===== src/rtl/keyed_sum_table_sorted_emit_macros.svh =====
// ----------------------------------------------------------------------------
// keyed_sum_table_sorted_emit assertion macros
// Shorthand for clocked properties on aclk, disabled while aresetn is low.
// ----------------------------------------------------------------------------
`ifndef KEYED_SUM_TABLE_SORTED_EMIT_MACROS_SVH
`define KEYED_SUM_TABLE_SORTED_EMIT_MACROS_SVH

// same-cycle implication
`define KST_ASSERT_SAME(lbl, ante, cons, msg) \
    lbl: assert property (@(posedge aclk) disable iff (!aresetn) (ante) |-> (cons)) \
        else $error(msg);

// next-cycle implication
`define KST_ASSERT_NEXT(lbl, ante, cons, msg) \
    lbl: assert property (@(posedge aclk) disable iff (!aresetn) (ante) |=> (cons)) \
        else $error(msg);

`endif


===== src/rtl/kst_pkg.sv =====
// ----------------------------------------------------------------------------
// kst_pkg
// Types and constants shared by the keyed sum table blocks.
// ----------------------------------------------------------------------------
`timescale 1ns / 1ps
`default_nettype none

package kst_pkg;

    localparam int ENTRIES_DEF = 16;

    localparam int KEY_W = 24;
    localparam int AMT_W = 32;
    localparam int TOT_W = 48;

    localparam logic OP_ADD  = 1'b0;
    localparam logic OP_EMIT = 1'b1;

    localparam logic [TOT_W-1:0] TOT_MAX = {1'b0, {(TOT_W-1){1'b1}}};
    localparam logic [TOT_W-1:0] TOT_MIN = {1'b1, {(TOT_W-1){1'b0}}};

    typedef struct packed {
        logic                    operation;
        logic [KEY_W-1:0]        currency_key;
        logic signed [AMT_W-1:0] amount;
    } in_item_t;

    typedef struct packed {
        logic [KEY_W-1:0]        out_key;
        logic signed [TOT_W-1:0] out_total;
        logic                    entry_valid;
        logic                    overflow_seen;
        logic                    last_result;
    } out_item_t;

    typedef struct packed {
        logic load;
        logic scan;
        logic pick;
        logic upd_total;
        logic append;
        logic emit_load;
        logic clear;
    } cmd_t;

    typedef struct packed {
        logic hit;
        logic scan_done;
        logic out_free;
        logic last_rank;
        logic empty;
    } sts_t;

endpackage

`default_nettype wire


===== src/rtl/kst_ctrl.sv =====
// ----------------------------------------------------------------------------
// kst_ctrl
// Sequencer for table search, update, append and sorted emit.
// ----------------------------------------------------------------------------
`timescale 1ns / 1ps
`default_nettype none

module kst_ctrl (
    input  wire logic          aclk,
    input  wire logic          aresetn,
    input  wire logic          s_valid,
    output logic               s_ready,
    input  wire logic          s_op,
    output kst_pkg::cmd_t      cmd,
    input  wire kst_pkg::sts_t sts
);
    import kst_pkg::*;

    typedef enum logic [1:0] {
        ST_IDLE,
        ST_ADD,
        ST_SCAN,
        ST_OUT
    } state_t;

    state_t state_reg;
    state_t state_next;

    always_comb begin
        state_next = state_reg;
        cmd        = '0;
        case (state_reg)
            ST_IDLE: begin
                if (s_valid) begin
                    cmd.load   = 1'b1;
                    state_next = (s_op == OP_EMIT) ? ST_SCAN : ST_ADD;
                end
            end
            ST_ADD: begin
                cmd.scan = 1'b1;
                if (sts.hit) begin
                    cmd.upd_total = 1'b1;
                    state_next    = ST_IDLE;
                end else if (sts.scan_done) begin
                    cmd.append = 1'b1;
                    state_next = ST_IDLE;
                end
            end
            ST_SCAN: begin
                cmd.scan = 1'b1;
                cmd.pick = 1'b1;
                if (sts.scan_done) begin
                    state_next = ST_OUT;
                end
            end
            ST_OUT: begin
                if (sts.out_free) begin
                    cmd.emit_load = 1'b1;
                    if (sts.last_rank) begin
                        cmd.clear  = 1'b1;
                        state_next = ST_IDLE;
                    end else begin
                        state_next = ST_SCAN;
                    end
                end
            end
            default: begin
                state_next = ST_IDLE;
            end
        endcase
    end

    assign s_ready = (state_reg == ST_IDLE);

    always_ff @(posedge aclk) begin
        if (!aresetn) begin
            state_reg <= ST_IDLE;
        end else begin
            state_reg <= state_next;
        end
    end

endmodule

`default_nettype wire


===== src/rtl/kst_dpath.sv =====
// ----------------------------------------------------------------------------
// kst_dpath
// Key and total memories, scan pipeline, max pick and result register.
// ----------------------------------------------------------------------------
`timescale 1ns / 1ps
`default_nettype none

module kst_dpath #(
    parameter int ENTRIES = kst_pkg::ENTRIES_DEF
) (
    input  wire logic              aclk,
    input  wire logic              aresetn,
    input  wire kst_pkg::in_item_t s_payload,
    input  wire kst_pkg::cmd_t     cmd,
    output kst_pkg::sts_t          sts,
    output logic                   m_valid,
    input  wire logic              m_ready,
    output kst_pkg::out_item_t     m_payload
);
    import kst_pkg::*;

    localparam int IDX_W = (ENTRIES > 1) ? $clog2(ENTRIES) : 1;
    localparam int CNT_W = $clog2(ENTRIES + 1);

    logic [KEY_W-1:0] key_mem [ENTRIES];
    logic [TOT_W-1:0] total_mem [ENTRIES];

    logic [KEY_W-1:0] key_reg;
    logic [AMT_W-1:0] amt_reg;

    logic [CNT_W-1:0] count_reg, count_next;
    logic             ovf_reg, ovf_next;
    logic [CNT_W-1:0] ptr_reg, ptr_next;
    logic             rd_vld_reg, rd_vld_next;
    logic [IDX_W-1:0] rd_idx_reg;
    logic [KEY_W-1:0] rd_key_reg;
    logic [TOT_W-1:0] rd_total_reg;
    logic [CNT_W-1:0] rank_reg, rank_next;
    logic [ENTRIES-1:0] done_reg, done_next;
    logic             best_vld_reg, best_vld_next;
    logic [IDX_W-1:0] best_idx_reg;
    logic [KEY_W-1:0] best_key_reg;
    logic [TOT_W-1:0] best_total_reg;
    logic             m_valid_reg, m_valid_next;
    out_item_t        out_reg;

    logic             issue;
    logic             full;
    logic             pick_en;
    logic [CNT_W:0]   rank_p1;
    logic [TOT_W:0]   sum_w;
    logic [TOT_W-1:0] sat_total;

    assign issue   = cmd.scan && (ptr_reg < count_reg);
    assign full    = (count_reg == CNT_W'(ENTRIES));
    assign rank_p1 = {1'b0, rank_reg} + (CNT_W+1)'(1);
    assign pick_en = cmd.pick && rd_vld_reg && !done_reg[rd_idx_reg] &&
                     (!best_vld_reg || ($signed(rd_total_reg) > $signed(best_total_reg)));

    always_comb begin
        sum_w = {rd_total_reg[TOT_W-1], rd_total_reg} +
                {{(TOT_W+1-AMT_W){amt_reg[AMT_W-1]}}, amt_reg};
        if (sum_w[TOT_W] != sum_w[TOT_W-1]) begin
            sat_total = sum_w[TOT_W] ? TOT_MIN : TOT_MAX;
        end else begin
            sat_total = sum_w[TOT_W-1:0];
        end
    end

    assign sts.hit       = rd_vld_reg && (rd_key_reg == key_reg);
    assign sts.scan_done = (ptr_reg == count_reg) && !rd_vld_reg;
    assign sts.out_free  = !m_valid_reg || m_ready;
    assign sts.last_rank = (count_reg == '0) || (rank_p1 == {1'b0, count_reg});
    assign sts.empty     = (count_reg == '0);

    always_comb begin
        count_next    = count_reg;
        ovf_next      = ovf_reg;
        ptr_next      = ptr_reg;
        rd_vld_next   = issue;
        rank_next     = rank_reg;
        done_next     = done_reg;
        best_vld_next = best_vld_reg;
        m_valid_next  = m_valid_reg;

        if (cmd.load || cmd.emit_load) begin
            ptr_next      = '0;
            best_vld_next = 1'b0;
        end else if (issue) begin
            ptr_next = ptr_reg + CNT_W'(1);
        end
        if (pick_en) begin
            best_vld_next = 1'b1;
        end

        if (cmd.load) begin
            rank_next = '0;
            done_next = '0;
        end else if (cmd.emit_load) begin
            rank_next = rank_p1[CNT_W-1:0];
            if (best_vld_reg) begin
                done_next[best_idx_reg] = 1'b1;
            end
        end

        if (cmd.append) begin
            if (full) begin
                ovf_next = 1'b1;
            end else begin
                count_next = count_reg + CNT_W'(1);
            end
        end
        if (cmd.clear) begin
            count_next = '0;
            ovf_next   = 1'b0;
        end

        if (cmd.emit_load) begin
            m_valid_next = 1'b1;
        end else if (m_ready) begin
            m_valid_next = 1'b0;
        end
    end

    always_ff @(posedge aclk) begin
        if (!aresetn) begin
            count_reg    <= '0;
            ovf_reg      <= 1'b0;
            ptr_reg      <= '0;
            rd_vld_reg   <= 1'b0;
            rank_reg     <= '0;
            done_reg     <= '0;
            best_vld_reg <= 1'b0;
            m_valid_reg  <= 1'b0;
        end else begin
            count_reg    <= count_next;
            ovf_reg      <= ovf_next;
            ptr_reg      <= ptr_next;
            rd_vld_reg   <= rd_vld_next;
            rank_reg     <= rank_next;
            done_reg     <= done_next;
            best_vld_reg <= best_vld_next;
            m_valid_reg  <= m_valid_next;
        end
    end

    // table memories: one write, one registered read per cycle
    always_ff @(posedge aclk) begin
        if (cmd.upd_total) begin
            total_mem[rd_idx_reg] <= sat_total;
        end else if (cmd.append && !full) begin
            key_mem[count_reg[IDX_W-1:0]]   <= key_reg;
            total_mem[count_reg[IDX_W-1:0]] <= {{(TOT_W-AMT_W){amt_reg[AMT_W-1]}}, amt_reg};
        end
        rd_key_reg   <= key_mem[ptr_reg[IDX_W-1:0]];
        rd_total_reg <= total_mem[ptr_reg[IDX_W-1:0]];
        rd_idx_reg   <= ptr_reg[IDX_W-1:0];
    end

    always_ff @(posedge aclk) begin
        if (cmd.load) begin
            key_reg <= s_payload.currency_key;
            amt_reg <= s_payload.amount;
        end
        if (pick_en) begin
            best_idx_reg   <= rd_idx_reg;
            best_key_reg   <= rd_key_reg;
            best_total_reg <= rd_total_reg;
        end
        if (cmd.emit_load) begin
            out_reg.out_key       <= best_vld_reg ? best_key_reg : '0;
            out_reg.out_total     <= best_vld_reg ? best_total_reg : '0;
            out_reg.entry_valid   <= best_vld_reg;
            out_reg.overflow_seen <= ovf_reg;
            out_reg.last_result   <= sts.last_rank;
        end
    end

    assign m_valid   = m_valid_reg;
    assign m_payload = out_reg;

endmodule

`default_nettype wire


===== src/rtl/keyed_sum_table_sorted_emit.sv =====
// ----------------------------------------------------------------------------
// keyed_sum_table_sorted_emit: group-by-sum key table with sorted descending dump
// Add: scans the N stored entries for the key, one table read per cycle.
// Emit: per result, a full table scan for the next maximum, then a load of
//   the result register, which waits while an earlier result is held and
//   m_ready is low. Reset clears count, overflow and control state, not memories.
// ----------------------------------------------------------------------------
`timescale 1ns / 1ps
`default_nettype none

`include "keyed_sum_table_sorted_emit_macros.svh"

module keyed_sum_table_sorted_emit #(
    parameter int ENTRIES = kst_pkg::ENTRIES_DEF
) (
    input  wire logic              aclk,
    input  wire logic              aresetn,
    input  wire logic              s_valid,
    output logic                   s_ready,
    input  wire kst_pkg::in_item_t s_payload,
    output logic                   m_valid,
    input  wire logic              m_ready,
    output kst_pkg::out_item_t     m_payload
);
    import kst_pkg::*;

    cmd_t cmd;
    sts_t sts;

    kst_ctrl u_ctrl (
        .aclk    (aclk),
        .aresetn (aresetn),
        .s_valid (s_valid),
        .s_ready (s_ready),
        .s_op    (s_payload.operation),
        .cmd     (cmd),
        .sts     (sts)
    );

    kst_dpath #(
        .ENTRIES (ENTRIES)
    ) u_dpath (
        .aclk      (aclk),
        .aresetn   (aresetn),
        .s_payload (s_payload),
        .cmd       (cmd),
        .sts       (sts),
        .m_valid   (m_valid),
        .m_ready   (m_ready),
        .m_payload (m_payload)
    );

    `KST_ASSERT_NEXT(a_emit_busy, s_valid && s_ready && (s_payload.operation == OP_EMIT), !s_ready, "emit item did not start a scan")
    `KST_ASSERT_NEXT(a_clear_empty, cmd.clear, sts.empty, "table not empty after final result")
    `KST_ASSERT_SAME(a_one_write, cmd.upd_total, !cmd.append, "update and append in one cycle")
    `KST_ASSERT_SAME(a_empty_last, m_valid && !m_payload.entry_valid, m_payload.last_result, "empty-table item not marked last")

endmodule

`default_nettype wire

===== config.mk =====
export PLATFORM = sky130hd
export DESIGN_NAME = keyed_sum_table_sorted_emit
export DESIGN_NICKNAME = d
export VERILOG_FILES = /design/src/rtl/kst_pkg.sv /design/src/rtl/kst_ctrl.sv /design/src/rtl/kst_dpath.sv /design/src/rtl/keyed_sum_table_sorted_emit.sv
export VERILOG_INCLUDE_DIRS = /design/src /design/src/rtl
export SDC_FILE = /design/constraint.sdc
export NUM_CORES = 2
export LEC_CHECK = 0
export ABC_AREA = 0
export ABC_CLOCK_PERIOD_IN_PS = 8630
export BUFFER_PORTS_ARGS = -buffer_cell sky130_fd_sc_hd__buf_4
export CAP_MARGIN = 25
export CORE_MARGIN = 1
export CORE_UTILIZATION = 40
export DETAILED_ROUTE_END_ITERATION = 7
export PLACE_DENSITY_LB_ADDON = 0.12
export SLEW_MARGIN = 30
export SYNTH_ARGS = -nofsm -noshare
export SYNTH_HDL_FRONTEND = slang
export SYNTH_SLANG_ARGS = --single-unit

===== constraint.sdc =====
create_clock -name aclk -period 8.63 [get_ports aclk]
set_clock_uncertainty 0.1 [all_clocks]
set_input_delay 1.726 -clock aclk [delete_from_list [all_inputs] [get_ports aclk]]
set_output_delay 1.726 -clock aclk [all_outputs]
set_load 0.1 [all_outputs]

==> impl_metrics.json <==
{
  "status": "complete, but fails checks",
  "violations": "DRC",
  "required_ps": 8970,
  "synth_nets": 3166,
  "cts_inserted_buffers": 159,
  "slew_headroom_pct": 30.8,
  "ys_seq_area_share_pct": 73.9,
  "grt_pass1_wl_um": 218000,
  "fmax_mhz": 177,
  "regMostFlops": "u_dpath.total_mem",
  "fin_crit_sh_pct": 65.5,
  "grt_pass1_vias": 31200,
  "synth_cell_types": 65,
  "pre_cts_slack_ps": 2530,
  "rsz0062_at_grt": "no",
  "ys_ff_latch": 1472,
  "crit_slowest_cell": "nand2_1",
  "max_stage_delay_ps": 880,
  "dp_hpwl_um": 86500,
  "die_w_um": 384,
  "p_sw_mw": 7.93,
  "nNetsFinal": 3398,
  "fp-row-count": 139,
  "area_growth_pct": 15.7,
  "netlist.area_leader.share_pct": 70.0,
  "yosysWarnings": 0,
  "start_util_pct": 40.5,
  "setup_tns_ps": 0,
  "synth_area_um2": 58300,
  "final_max_slew_viol_count": 0,
  "synthCells": 2993,
  "clkSinkCount": 1472,
  "largest_register_ffs": 768,
  "async_flop_share_pct": 0,
  "cp-end-kind": "flop",
  "synth_area_leaders": "edfxtp_1 70%, mux4_2 14%, dfxtp_1 3.9%",
  "powerDensity_nw_per_um2": 365,
  "mostFrequentLayoutCells": "1359 x edfxtp_1, 365 x mux4_2, 193 x buf_4",
  "vias_per_cell": 5.58,
  "cts-root-buf": "clkbuf_16",
  "final_common_cell": "edfxtp_1",
  "grt_max_degree": 137,
  "cts_tree": "done",
  "ir_worst_vdd_uv": 198,
  "die_h_um": 384,
  "p_sw_share_pct": 32.3,
  "track_usage_pct": 20.6,
  "clock_latency_ps": 800,
  "fin_crit_ps": 5650,
  "antenna_found_initial": 8,
  "avgSynthCellArea_um2": 19.5,
  "drt-pass1-iter-count": 7,
  "finalWirelength_um": 150000,
  "arrival_ps": 5990,
  "worstMarginPinSlew_ps": 1040,
  "fin_util_pct": 46.8,
  "p_clk_share_pct": 26.9,
  "path_clk_slew_ps": 60,
  "hold_viol_final": 0,
  "yosys.area.top_type": "edfxtp_1",
  "diodes": 0,
  "post_cts_resize_count": 0,
  "wire_per_inst_um": 28.6,
  "ant_nets": 0,
  "drive_gt1_share_pct": 26.4,
  "io_buffers": 137,
  "cp_max_fo": 19,
  "leakagePower_nw": 21.6,
  "crit_family": "compound AO/OA/AOI/OAI gates",
  "pwr-share-seq_pct": 45.9,
  "grt_overflow": 0,
  "vias": 29400,
  "ys.flop_type": "edfxtp_1",
  "combPwrFrac_pct": 27.2,
  "synth-edff-count": 1359,
  "worst-path-buf-inv": 1,
  "setup_viol": 0,
  "h-tree-depth": 4,
  "crit_path_start_kind": "flop",
  "maxCapViolCount": 0,
  "cts_buffer_depth": 3,
  "dieArea_um2": 147000,
  "cts_setup_buffers": 0,
  "ctsHoldBuffers": 0,
  "fin_ws_ps": 2980,
  "gp_congestion": 0.864,
  "io_pins": 138,
  "internal_power_mw": 16.7,
  "min_path_type": "reg2reg",
  "fill_cells": 12000,
  "total_power_mw": 24.6,
  "core_area_um2": 144000,
  "drt_iter0_markers": 2525,
  "crit_type": "reg2reg",
  "drc_errors": 2,
  "cp_cell_sequence": "ha_1 -> inv_1 -> fa_1 -> nor2b_1 -> o2111ai_1 -> a21oi_1 -> o21bai_1 -> o21bai_2 -> a31oi_1 -> o41a_1 -> nand2_1 -> o21ai_2 -> o21ai_1"
}
cell usage after synthesis, drive strengths merged, types with 7 or more instances:
cell,count
a31oi,35
nor2b,17
dfxtp,113
a21oi,95
mux4,365
ha,111
a21o,39
o21bai,7
xor2,46
and2,30
inv,77
edfxtp,1359
nand4,33
nor3,25
nand2,108
xnor2,40
nand3,15
and3,7
buf,42
o21ai,67
nor2,159
clkbuf,97
nand2b,11
maj3,8
o21a,8
path summary, 6_finish.rpt:
check	startpoint	to	slack (ps)	cells past startpoint
hold reg to reg	u_dpath.rd_key_reg[5]	u_dpath.best_key_reg[5]	350	0
setup / recovery	u_dpath.rd_total_reg[0]	u_dpath.total_mem[4][40]	2980	13
setup reg to reg	u_dpath.rd_total_reg[0]	u_dpath.total_mem[4][40]	2980	13
hold / removal	u_dpath.rd_key_reg[5]	u_dpath.best_key_reg[5]	350	0
worst reg2reg max path, delay by kind of cell (launching register included):
family,cells,cell delay [ps]
adders and majority gates,2,620
AOI/OAI and AO/OA,8,3110
DFF,1,360
buffers and inverters,1,70
and+or+nand+nor,2,1080
through the flow:
| step | area (um^2) | hold WS, ps | std cells |
|---|---|---|---|
| floorplan | 58300 | 254 | 2993 |
| global placement | 61900 | 340 | 4957 |
| detailed placement | 62100 | 339 | 4964 |
| CTS | 67200 | 353 | 5256 |
| global route | 67400 | 364 | 5259 |
| finish | 67400 | 352 | 5259 |
power groups by stage:
stage	sequential [mW]	combinational (mW)	clock, mW
after CTS	11.3	6.62	6.76
after global placement	11.4	6.25	0
after floorplan	11.5	4.00	0
after detailed placement	11.5	6.59	0
after global routing	11.3	7.36	7.02
final	11.3	6.70	6.62
cells by family (layout without fill, tap and decap cells):
kind of cell | after synthesis | in the layout | synth area share, %
compound gates | 303 | 303 | 3.24
mux | 368 | 368 | 14.2
flops | 1472 | 1472 | 73.9
simple gates | 428 | 428 | 3.39
fa+ha+maj | 120 | 120 | 2.56
xor+xnor | 86 | 86 | 1.29
buf+inv | 216 | 579 | 1.44
layer usage:
metal / share of wire [%] / global-route usage, % / vias up
met1: 44 / 28.3 / 15800
met5: 0 / 0 / -
met3: 4.0 / 2.96 / 228
met2: 50 / 34.3 / 775
li1: - / - / 12600
met4: 2.4 / 5.88 / 0
layout make-up:
cell class / instances / area (um^2) / area share (%)
inverter: 77 / 289 / 0.429
sequential: 1472 / 43100 / 63.9
tap: 1903 / 2380 / 3.53
clock buffer: 223 / 4390 / 6.51
clock inverter: 69 / 698 / 1.04
multi-input combinational: 1305 / 14700 / 21.9
timing repair buffer: 210 / 1830 / 2.71
Power figures use the tool's default switching activity.
